<file path="src/sv/bgc_pkg.sv">
// shared types, codes and constants for the button gesture classifier
package bgc_pkg;

  // default timestamp width
  localparam int TIME_BITS_DEF = 48;

  // configuration register width and index codes
  localparam int CFG_W   = 26;
  localparam int CFG_IDX_W = 2;
  localparam logic [CFG_IDX_W-1:0] CFG_HOLD_LONG  = 2'd0;
  localparam logic [CFG_IDX_W-1:0] CFG_LONG_PRESS = 2'd1;
  localparam logic [CFG_IDX_W-1:0] CFG_TAP_GAP    = 2'd2;

  // configuration reset values
  localparam logic [CFG_W-1:0] HOLD_LONG_RST  = 26'd5000000;
  localparam logic [CFG_W-1:0] LONG_PRESS_RST = 26'd800000;
  localparam logic [CFG_W-1:0] TAP_GAP_RST    = 26'd450000;

  // result fields
  localparam int EVENT_W = 3;
  localparam int HELD_W  = 32;

  typedef enum logic [EVENT_W-1:0] {
    EV_NONE         = 3'd0,
    EV_HOLD_ACTIVE  = 3'd1,
    EV_HOLD_LONG    = 3'd2,
    EV_LONG_PRESS   = 3'd3,
    EV_DOUBLE_PRESS = 3'd4,
    EV_SHORT_PRESS  = 3'd5
  } event_t;

  typedef struct packed {
    logic [CFG_W-1:0] hold_long_us;
    logic [CFG_W-1:0] long_press_us;
    logic [CFG_W-1:0] tap_gap_us;
  } cfg_t;

  // microseconds to milliseconds: base-256 long division by 1000
  localparam int DIGIT_BITS = 8;
  localparam int REM_W      = 10;
  localparam int VAL_W      = REM_W + DIGIT_BITS;
  localparam int RECIP_W    = 19;
  localparam int PROD_W     = VAL_W + RECIP_W;
  localparam int RECIP_SHIFT = 28;
  localparam logic [VAL_W-1:0]   MS_DIV = 18'd1000;
  // ceil(2^28 / 1000), exact for every partial dividend below 256000
  localparam logic [RECIP_W-1:0] RECIP_K = 19'd268436;

endpackage

</file>
<file path="src/sv/bgc_classify.sv">
// gesture state tracking and event decode, first pipeline register
module bgc_classify import bgc_pkg::*; #(
  parameter int TIME_BITS = TIME_BITS_DEF
) (
  input  logic                 clk,
  input  logic                 rst,
  input  cfg_t                 cfg,
  input  logic                 in_valid,
  output logic                 in_stall,
  input  logic                 pressed,
  input  logic [TIME_BITS-1:0] now_us,
  output logic                 s_valid,
  input  logic                 s_stall,
  output event_t               s_event,
  output logic [TIME_BITS-1:0] s_dividend
);

  logic                 was_pressed, was_pressed_next;
  logic [TIME_BITS-1:0] press_start, press_start_next;
  logic [TIME_BITS-1:0] last_release, last_release_next;
  logic [1:0]           tap_count, tap_count_next;
  logic [1:0]           tap_sum;
  logic [TIME_BITS-1:0] el_press, el_rel;
  event_t               ev;
  logic [TIME_BITS-1:0] dividend;
  logic                 accept;

  assign in_stall = s_valid && s_stall;
  assign accept   = in_valid && !in_stall;

  // differences wrap modulo the timestamp width
  assign el_press = now_us - press_start;
  assign el_rel   = now_us - last_release;

  always_comb begin
    was_pressed_next  = was_pressed;
    press_start_next  = press_start;
    last_release_next = last_release;
    tap_count_next    = tap_count;
    tap_sum           = 2'd1;
    ev                = EV_NONE;
    dividend          = '0;
    if (pressed && !was_pressed) begin
      was_pressed_next = 1'b1;
      press_start_next = now_us;
      ev               = EV_HOLD_ACTIVE;
    end else if (pressed) begin
      dividend = el_press;
      ev = (el_press >= {{(TIME_BITS-CFG_W){1'b0}}, cfg.hold_long_us}) ?
           EV_HOLD_LONG : EV_HOLD_ACTIVE;
    end else if (was_pressed) begin
      was_pressed_next = 1'b0;
      press_start_next = '0;
      if (el_press > {{(TIME_BITS-CFG_W){1'b0}}, cfg.long_press_us}) begin
        ev = EV_LONG_PRESS;
      end else begin
        // a tap close after the previous release joins it
        if (el_rel < {{(TIME_BITS-CFG_W){1'b0}}, cfg.tap_gap_us}) begin
          tap_sum = tap_count + 2'd1;
        end
        last_release_next = now_us;
        if (tap_sum[1]) begin
          tap_count_next = 2'd0;
          ev             = EV_DOUBLE_PRESS;
        end else begin
          tap_count_next = tap_sum;
          ev             = EV_SHORT_PRESS;
        end
      end
    end
  end

  always_ff @(posedge clk) begin
    if (rst) begin
      was_pressed  <= 1'b0;
      press_start  <= '0;
      last_release <= '0;
      tap_count    <= 2'd0;
      s_valid      <= 1'b0;
    end else begin
      if (accept) begin
        was_pressed  <= was_pressed_next;
        press_start  <= press_start_next;
        last_release <= last_release_next;
        tap_count    <= tap_count_next;
      end
      if (!in_stall) begin
        s_valid <= in_valid;
      end
    end
  end

  always_ff @(posedge clk) begin
    if (accept) begin
      s_event    <= ev;
      s_dividend <= dividend;
    end
  end

endmodule

</file>
<file path="src/sv/bgc_ms_div.sv">
// pipelined divide by 1000, one base-256 digit per stage
module bgc_ms_div import bgc_pkg::*; #(
  parameter int TIME_BITS = TIME_BITS_DEF
) (
  input  logic                 clk,
  input  logic                 rst,
  input  logic                 in_valid,
  output logic                 in_stall,
  input  event_t               in_event,
  input  logic [TIME_BITS-1:0] in_dividend,
  output logic                 out_valid,
  input  logic                 out_stall,
  output event_t               out_event,
  output logic [HELD_W-1:0]    out_held_ms
);

  localparam int NCHUNK = (TIME_BITS + DIGIT_BITS - 1) / DIGIT_BITS;
  localparam int PAD_W  = NCHUNK * DIGIT_BITS;

  logic                 v     [NCHUNK];
  event_t               ev    [NCHUNK];
  logic [REM_W-1:0]     rem   [NCHUNK];
  logic [HELD_W-1:0]    quo   [NCHUNK];
  logic [PAD_W-1:0]     dvd   [NCHUNK-1];
  logic                 stall [NCHUNK+1];

  assign stall[NCHUNK] = out_stall;
  assign in_stall      = stall[0];
  assign out_valid     = v[NCHUNK-1];
  assign out_event     = ev[NCHUNK-1];
  assign out_held_ms   = quo[NCHUNK-1];

  for (genvar k = 0; k < NCHUNK; k++) begin : g_stage
    logic                  vin;
    event_t                evin;
    logic [REM_W-1:0]      remin;
    logic [HELD_W-1:0]     quoin;
    logic [PAD_W-1:0]      dvdin;
    logic [VAL_W-1:0]      val;
    logic [PROD_W-1:0]     prod;
    logic [DIGIT_BITS-1:0] digit;
    logic [VAL_W-1:0]      rem_full;

    if (k == 0) begin : g_head
      assign vin   = in_valid;
      assign evin  = in_event;
      assign remin = '0;
      assign quoin = '0;
      assign dvdin = {{(PAD_W-TIME_BITS){1'b0}}, in_dividend};
    end else begin : g_link
      assign vin   = v[k-1];
      assign evin  = ev[k-1];
      assign remin = rem[k-1];
      assign quoin = quo[k-1];
      assign dvdin = dvd[k-1];
    end

    assign stall[k] = v[k] && stall[k+1];

    // partial dividend stays below 1000 * 256
    assign val      = {remin, dvdin[PAD_W-1 -: DIGIT_BITS]};
    assign prod     = PROD_W'(val) * PROD_W'(RECIP_K);
    assign digit    = prod[RECIP_SHIFT +: DIGIT_BITS];
    assign rem_full = val - VAL_W'(digit) * MS_DIV;

    always_ff @(posedge clk) begin
      if (rst) begin
        v[k] <= 1'b0;
      end else if (!stall[k]) begin
        v[k] <= vin;
      end
    end

    always_ff @(posedge clk) begin
      if (!stall[k] && vin) begin
        ev[k]  <= evin;
        rem[k] <= rem_full[REM_W-1:0];
        quo[k] <= {quoin[HELD_W-DIGIT_BITS-1:0], digit};
      end
    end

    if (k < NCHUNK - 1) begin : g_shift
      always_ff @(posedge clk) begin
        if (!stall[k] && vin) begin
          dvd[k] <= {dvdin[PAD_W-DIGIT_BITS-1:0], {DIGIT_BITS{1'b0}}};
        end
      end
    end
  end

endmodule

</file>
<file path="src/sv/button_gesture_classifier.sv">
// top level: configuration registers, gesture decode and held-time pipeline
// an input beat is registered in the decode stage and then in each divide stage on its way to the result beat
// throughput: one beat per cycle unless out_stall holds the pipeline, set by the state update in the decode stage
// the ms conversion is a pipeline of base-256 divide stages, so it never limits rate
// rst (synchronous, active high) clears gesture state, empties the pipeline and
// loads the configuration defaults
module button_gesture_classifier import bgc_pkg::*; #(
  parameter int TIME_BITS = TIME_BITS_DEF
) (
  input  logic                 clk,
  input  logic                 rst,
  // configuration write port
  input  logic                 cfg_write,
  input  logic [CFG_IDX_W-1:0] cfg_index,
  input  logic [CFG_W-1:0]     cfg_data,
  // sample channel
  input  logic                 in_valid,
  output logic                 in_stall,
  input  logic                 pressed,
  input  logic [TIME_BITS-1:0] now_us,
  // result channel
  output logic                 out_valid,
  input  logic                 out_stall,
  output logic [EVENT_W-1:0]   event_res,
  output logic [HELD_W-1:0]    held_ms
);

  cfg_t                 cfg;
  logic                 s_valid;
  logic                 s_stall;
  event_t               s_event;
  logic [TIME_BITS-1:0] s_dividend;
  event_t               out_event;

  // configuration registers, an index beyond the list is ignored
  always_ff @(posedge clk) begin
    if (rst) begin
      cfg.hold_long_us  <= HOLD_LONG_RST;
      cfg.long_press_us <= LONG_PRESS_RST;
      cfg.tap_gap_us    <= TAP_GAP_RST;
    end else if (cfg_write) begin
      unique case (cfg_index)
        CFG_HOLD_LONG:  cfg.hold_long_us  <= cfg_data;
        CFG_LONG_PRESS: cfg.long_press_us <= cfg_data;
        CFG_TAP_GAP:    cfg.tap_gap_us    <= cfg_data;
        default: ;
      endcase
    end
  end

  // decode stage: updates press and tap state on each accepted beat, registers
  // the event and the elapsed press time (zero when released)
  bgc_classify #(
    .TIME_BITS(TIME_BITS)
  ) u_classify (
    .clk        (clk),
    .rst        (rst),
    .cfg        (cfg),
    .in_valid   (in_valid),
    .in_stall   (in_stall),
    .pressed    (pressed),
    .now_us     (now_us),
    .s_valid    (s_valid),
    .s_stall    (s_stall),
    .s_event    (s_event),
    .s_dividend (s_dividend)
  );

  // elapsed microseconds to milliseconds, low 32 bits kept; the event rides
  // along and the last stage doubles as the output register
  bgc_ms_div #(
    .TIME_BITS(TIME_BITS)
  ) u_ms_div (
    .clk         (clk),
    .rst         (rst),
    .in_valid    (s_valid),
    .in_stall    (s_stall),
    .in_event    (s_event),
    .in_dividend (s_dividend),
    .out_valid   (out_valid),
    .out_stall   (out_stall),
    .out_event   (out_event),
    .out_held_ms (held_ms)
  );

  assign event_res = out_event;

endmodule

</file>
<file path="config.mk">
export PLATFORM = sky130hd
export DESIGN_NAME = button_gesture_classifier
export DESIGN_NICKNAME = d
export VERILOG_FILES = /design/src/sv/bgc_pkg.sv /design/src/sv/bgc_classify.sv /design/src/sv/bgc_ms_div.sv /design/src/sv/button_gesture_classifier.sv
export SDC_FILE = /design/constraint.sdc
export NUM_CORES = 2
export LEC_CHECK = 0
export ABC_CLOCK_PERIOD_IN_PS = 12600
export BUFFER_PORTS_ARGS = -buffer_cell sky130_fd_sc_hd__buf_2
export CAP_MARGIN = 20
export CORE_MARGIN = 1
export CORE_UTILIZATION = 62
export CTS_CLUSTER_SIZE = 25
export DETAILED_ROUTE_END_ITERATION = 10
export PLACE_DENSITY = 0.9
export SLEW_MARGIN = 10
export SYNTH_ARGS = -nofsm -noshare
export SYNTH_HDL_FRONTEND = slang
export SYNTH_SLANG_ARGS = --single-unit
</file>
<file path="constraint.sdc">
create_clock -name clk -period 12.6 [get_ports clk]
set_input_delay 0.63 -clock clk [delete_from_list [all_inputs] [get_ports clk]]
set_output_delay 0.63 -clock clk [all_outputs]
set_load 0.01 [all_outputs]
</file>
== Word level (Yosys, flattened, before mapping) ==
Memories as Yosys holds them, arrays and structs flattened.
Cells that the tools add are included.
Word-level totals
  memory bits (writable): 476
  latch bits: 0
  register bits after elaboration: 229
  bits in read-only memories: 0
  logic and storage cells: 136
  memories: 5
  input port bits: 82
Memories
  u_ms_div.dvd: depth 5, width 40, rd ports 5, clocked after memory_dff 0, wr ports 5, line bgc_ms_div.sv:24  | logic [PAD_W-1:0] dvd [NCHUNK-1];
  u_ms_div.quo: depth 6, width 32, rd ports 6, clocked after memory_dff 0, wr ports 6, line bgc_ms_div.sv:23  | logic [HELD_W-1:0] quo [NCHUNK];
  u_ms_div.rem: depth 6, width 10, rd ports 5, clocked after memory_dff 0, wr ports 6, line bgc_ms_div.sv:22  | logic [REM_W-1:0] rem [NCHUNK];
  u_ms_div.ev: depth 6, width 3, rd ports 6, clocked after memory_dff 0, wr ports 6, line bgc_ms_div.sv:21  | event_t ev [NCHUNK];
  u_ms_div.v: depth 6, width 1, rd ports 6, clocked after memory_dff 0, wr ports 6, line bgc_ms_div.sv:20  | logic v [NCHUNK];
Cells by class
  reductions and logical operators: 32
  multipliers: 11
  equality and inequality tests: 3
  bitwise logic cells: 9
  muxes and demuxes: 54
  divide/modulo/power cells: 0
  order comparisons: 3
  shift-type cells: 0
  add/sub/neg operators: 9
Operators with widths (number)
  $mul 18x17->34 const B: 5
  $mux 48: 3
  $sub 48x48->48: 2
  $sub 10x10->10: 5
  $ge 48x26->1: 1
  $gt 48x26->1: 1
  $lt 48x26->1: 1
  $mux 1: 42
  $mul 8x7->7 const B: 5
  $logic_and 1x1->1: 15
  $mux 2: 6
  $sub 8x10->10: 1
  $mux 3: 3
  $logic_not 1->1: 8
  $mul 8x7->7 const AB: 1
  $reduce_and 2->1: 4
  $or 1x1->1: 6
  $reduce_and 5->1: 1
  $not 1->1: 3
  $reduce_and 3->1: 1
  $add 2x1->2 const B: 1
  $eq 2x1->1 const B: 1
  $eq 2x2->1 const B: 1
  $logic_not 2->1: 1
  other kinds (3): 3

== Longest topological paths before layout ==
  depth in word-level cells: 11
  gate-level depth with buffers: 38
  gate-level depth less buffers: 38

== Cells and area by module ==
From an unflattened synthesis, not the netlist that was laid out.
Unflattened totals
  cells, all modules: 4597
  area, all modules: 46264.4 µm²
Modules (own cells, without submodules)
  bgc_ms_div: instances 1, area an instance 28904.0 µm², seq. area each 8227.9 µm², cells an instance 2468
  bgc_classify: instances 1, area an instance 14213.6 µm², seq. area each 3513.4 µm², cells an instance 1828
  button_gesture_classifier: instances 1, area an instance 3146.8 µm², seq. area each 1561.5 µm², cells an instance 301

== Worst setup path after synthesis ==
No wires, ideal clock.
  kind: register -> register
  from: memory u_ms_div.rem[1][0]
  to: memory u_ms_div.rem[2][9], data pin
  path buffers: 0
  cell stages (with the launch flop): 34
  data required time: 12338 ps
  arrival time: 8110 ps
  slack: 4229 ps
  period minus slack after synthesis: 8371 ps
  path through: edfxtp_1 > ha_1 > ha_1 > fa_1 > fa_1 > fa_1 > inv_1 > fa_1 > inv_1 > ha_1 > a21o_1 > a21o_1 > a211oi_1 > o21ai_0 > a21oi_1 > a21boi_0 > o21a_1 > o21ai_0 > o31a_1 > ha_1 > ha_1 > inv_1 > fa_1 > inv_1 > fa_1 > ha_1 > xor2_1 > ha_1 > a21oi_1 > xnor2_1 > xnor2_1 > xnor2_1 > xnor2_1 > xnor2_1
RTL lines (line)
  from (decl): bgc_ms_div.sv:22

==> metrics.sh <==
POSTSYNTHREGISTERBITS=502
CP-STARTPOINT='u_ms_div.dvd[0][73]'
MAX_FREQ_GHz=0.110
CP_TOP_FAMILY='adder cells'
CHIP_WIDTH_UM=270
TOP_FF_CELL_SYNTH='edfxtp_1'
RSZ_0062_RAISED_AFTER_GLOBAL_ROUTING='false'
CRITICAL_PATH_BUF_INV_COUNT=6
SYN_AREA_UM2=44600
ROUTE.DETAILED.DRC=1
GRT_OVERFLOW_TOTAL=0
CTS.HOLD.BUFFERS_ADDED=0
DP_HPWL_UM=80000
REQUIRED_NS=12.96
POST_SYNTH_XOR_AREA_FRACTION_PCT=3.47
SYNTH_TOP_FAMILY_BY_AREA='adder cells'
POST_DRT_WL_PER_CELL_UM=18.6
WORST_HOLD_PATH_TYPE='in -> reg'
WORSTREGTOREGCELLS=34
VIAS=32700
DESIGN.CORE.AREA_UM2=70600
YOSYS_WARNINGS=0
CRITICAL_PATH.MAX_STAGE_DELAY_NS=0.55
CTS-HTREE-LEVELS=2
WIRE_LENGTH_OF_THE_FIRST_GLOBAL_ROUTING_PASS_UM=168000
FIN_TNS_SETUP_NS=0
SYNTH-COMPOUND-AREA-SHARE_PCT=10.6
START_UTIL_PCT=63.1
R2R-START='u_ms_div.dvd[0][73]'
TIMING.FINAL.MAX_SLEW_VIOLATIONS=0
TRITONCTS_CLOCK_TREE='done'
SLOWEST_CELL_ON_THE_CRITICAL_PATH='fa_1'
HOLD_VIOLATIONS=0
WORST_SLEW_MARGIN_REL_PCT=21.6
INITIAL_ANTENNA_VIOLATION_COUNT=2
DIE_AREA_UM2=73000
SYNTH.AVG_CELL_AREA_UM2=9.98
ROW_COUNT=97
CRITICAL_PATH_CELL_COUNT=34
ROUTED_VIA_DENSITY=5.90
CTSLONGESTPATHBUFFERS=3
WORST_CLOCK_SKEW_NS=0.0512
LAYOUT_COMMONEST_CELL='ha_1'
INSERTED_CLOCK_BUFFERS=54
ROUTABILITYCONGESTION=0.945
POST-CTS-SETUP-BUFFER-COUNT=0
WORST_SKEW_PAIR.LATE_LATENCY_NS=0.64
FRACTION_OF_THE_MAPPED_NETLIST_AREA_IN_ADDER_CELLS_PCT=38.0
TIMING.FINAL.CRIT_PERIOD_NS=9.10
CRIT_TOP_CELL='ha_1'
SYNTH_ASYNC_SR_FLOP_SHARE_PCT=0
CRITICAL_PATH.ENDPOINT_TYPE='register'
DR.FIRST_ITER.DRC_COUNT=2220
DESIGN.PORTCOUNT=119
WORST_PIN_SLEW_NS=1.15
NUMBER_OF_INSTANCES_IN_THE_SYNTHESIZED_NETLIST=4469
CRIT_END='u_ms_div.rem[2][9]'
DRT_PASS1_ITERATIONS=9
CTS.ROOT.BUFFER_CELL='clkbuf_16'
VIOLATIONS='design-rule violations'
CTS_SINKS=502
MAX_CAP_VIOL_COUNT=0
CRITPATHKIND='reg -> reg'
CRITICAL_PATH_PEAK_FANOUT=6
WORST_HOLD_PATH.NUM_CELLS=2
SYNTH_SEQUENTIAL_AREA_RATIO_PCT=29.8
WORSTPATHARRIVAL_NS=9.45
MOST-COMMON-LAYOUT-CELLS='ha_1, inv_1, edfxtp_1'
FIRST_GLOBAL_VIAS=34400
GRTUSAGETOTAL_PCT=28.4
PORTBUFFERS=118
OUTCOME='finished, violations left'
CRIT-REG2REG-CAPTURE='u_ms_div.rem[2][9]'
POST_ROUTE_CELLS_DRIVE_ABOVE_1_SHARE_PCT=5.45
TIMING.REG2REG.SETUP_SLACK_NS=3.50
SYNTHDISTINCTLIBCELLS=78
NNETSFINAL=5847
POSTROUTEANTENNANETS=0
AREA_GROWTH_PCT=7.65
PERIOD_UTILISATION_LAYOUT_PCT=72.2
DIE_H_UM=270
SETUP.WORST_PATH.START_CLASS='register'
POST_CTS.RESIZED_INSTANCES=0
CTS.CLK_SLEW.WORST_PATHS_NS=0.06
TIMING.FINAL.SETUP_VIOLATIONS=0
WIRELENGTH_UM=103000
POST_SYNTH_MUX_AREA_SHARE_PCT=1.22
GRT_MAX_DEGREE=84
HOLD_START='in_valid'
SYNTH-EDFF-COUNT=325
SIMPLE_GATE_SHARE_OF_THE_SYNTHESIZED_AREA_PCT=9.08
==> per-layer routing <==
metal	wire [µm]	share of wire, %	vias up	GRT usage, %
met5	11	0.011	-	0
met4	5140	5.0	2	13.8
met3	6000	5.8	357	3.78
met2	52300	51	1145	51.6
met1	40000	39	15700	32.8
li1	-	-	15500	-
==> state kept, by name, summed over array words and instances (netlist names) <==
name	cells
u_ms_div.quo	80
u_ms_div.ev	18
u_classify.tap_count	1
u_ms_div.v	6
u_ms_div.dvd	120
u_ms_div.rem	50
u_classify.s_event	3
cfg	78
u_classify.press_start	48
u_classify.was_pressed	1
u_classify.s_valid	1
u_classify.s_dividend	48
u_classify.last_release	48
==> cell usage after synthesis (all sizes together), types with 5 or more instances <==
| cell type | n | share of area [%] |
|---|---|---|
| a2111oi | 14 | 0.27 |
| a211o | 9 | 0.18 |
| a211oi | 23 | 0.40 |
| a21boi | 10 | 0.17 |
| a21o | 77 | 1.3 |
| a21oi | 302 | 3.4 |
| a221oi | 11 | 0.26 |
| a31o | 7 | 0.14 |
| a31oi | 18 | 0.32 |
| and2 | 58 | 0.81 |
| and3 | 21 | 0.29 |
| and4 | 7 | 0.14 |
| buf | 10 | 0.12 |
| clkbuf | 88 | 0.74 |
| dfxtp | 177 | 7.9 |
| edfxtp | 325 | 22 |
| fa | 245 | 11 |
| ha | 961 | 27 |
| inv | 825 | 6.9 |
| mux2i | 52 | 1.2 |
| nand2 | 282 | 2.4 |
| nand2b | 25 | 0.35 |
| nand3 | 98 | 1.1 |
| nand3b | 6 | 0.10 |
| nand4 | 44 | 0.62 |
| nor2 | 207 | 1.7 |
| nor2b | 20 | 0.28 |
| nor3 | 40 | 0.45 |
| nor3b | 5 | 0.084 |
| nor4 | 9 | 0.14 |
| o2111ai | 6 | 0.12 |
| o211ai | 32 | 0.54 |
| o21a | 29 | 0.49 |
| o21ai | 134 | 1.5 |
| o21bai | 17 | 0.29 |
| o31a | 5 | 0.098 |
| o31ai | 15 | 0.25 |
| o41ai | 5 | 0.12 |
| or3 | 13 | 0.18 |
| or4 | 9 | 0.15 |
| xnor2 | 120 | 2.4 |
| xor2 | 49 | 0.96 |
==> area by class of cell <==
class                   count  area, µm²
fillers                  5000      22600
multi-input cells        3045      27900
clock inverters            35        413
clock buffers              66       1400
diodes                      1       2.50
repair buffers            131        751
inverters                 825       3100
well taps                 940       1180
flip-flops and latches    502      13300
==> through the flow <==
stage | std cells | worst slack (ns) | instance area [µm²] | hold slack [ns] | util [%]
detailed placement | 5439 | 3.54 | 46100 | 0.405 | 65.3
CTS | 5540 | 3.51 | 47900 | 0.213 | 67.8
floorplan | 4470 | 4.23 | 44600 | 0.400 | -
global placement | 5439 | 3.71 | 46100 | 0.400 | 65.3
global route | 5545 | 3.02 | 48000 | 0.237 | 68.0
finish | 5545 | 3.50 | 48000 | 0.236 | 68.0
==> worst min-delay path by stage <==
stage	endpoint
floorplan	u_ms_div.dvd[0][0]
global placement	u_ms_div.quo[3][14]
detailed placement	u_ms_div.dvd[0][119]
CTS	u_classify.s_valid
global route	u_classify.s_valid
finish	u_classify.s_valid
==> cell families after synthesis <==
group | Yosys count
adder cells (fa/ha/maj) | 1209
buffers and inverters | 923
AO/OA/AOI/OAI | 750
XOR/XNOR | 172
other | 1
flip-flops | 502
AND/OR/NAND/NOR | 858
multiplexers | 54
Power is not shown: default switching activity piles up to over one toggle a cycle in this logic, so the estimate is an artifact.
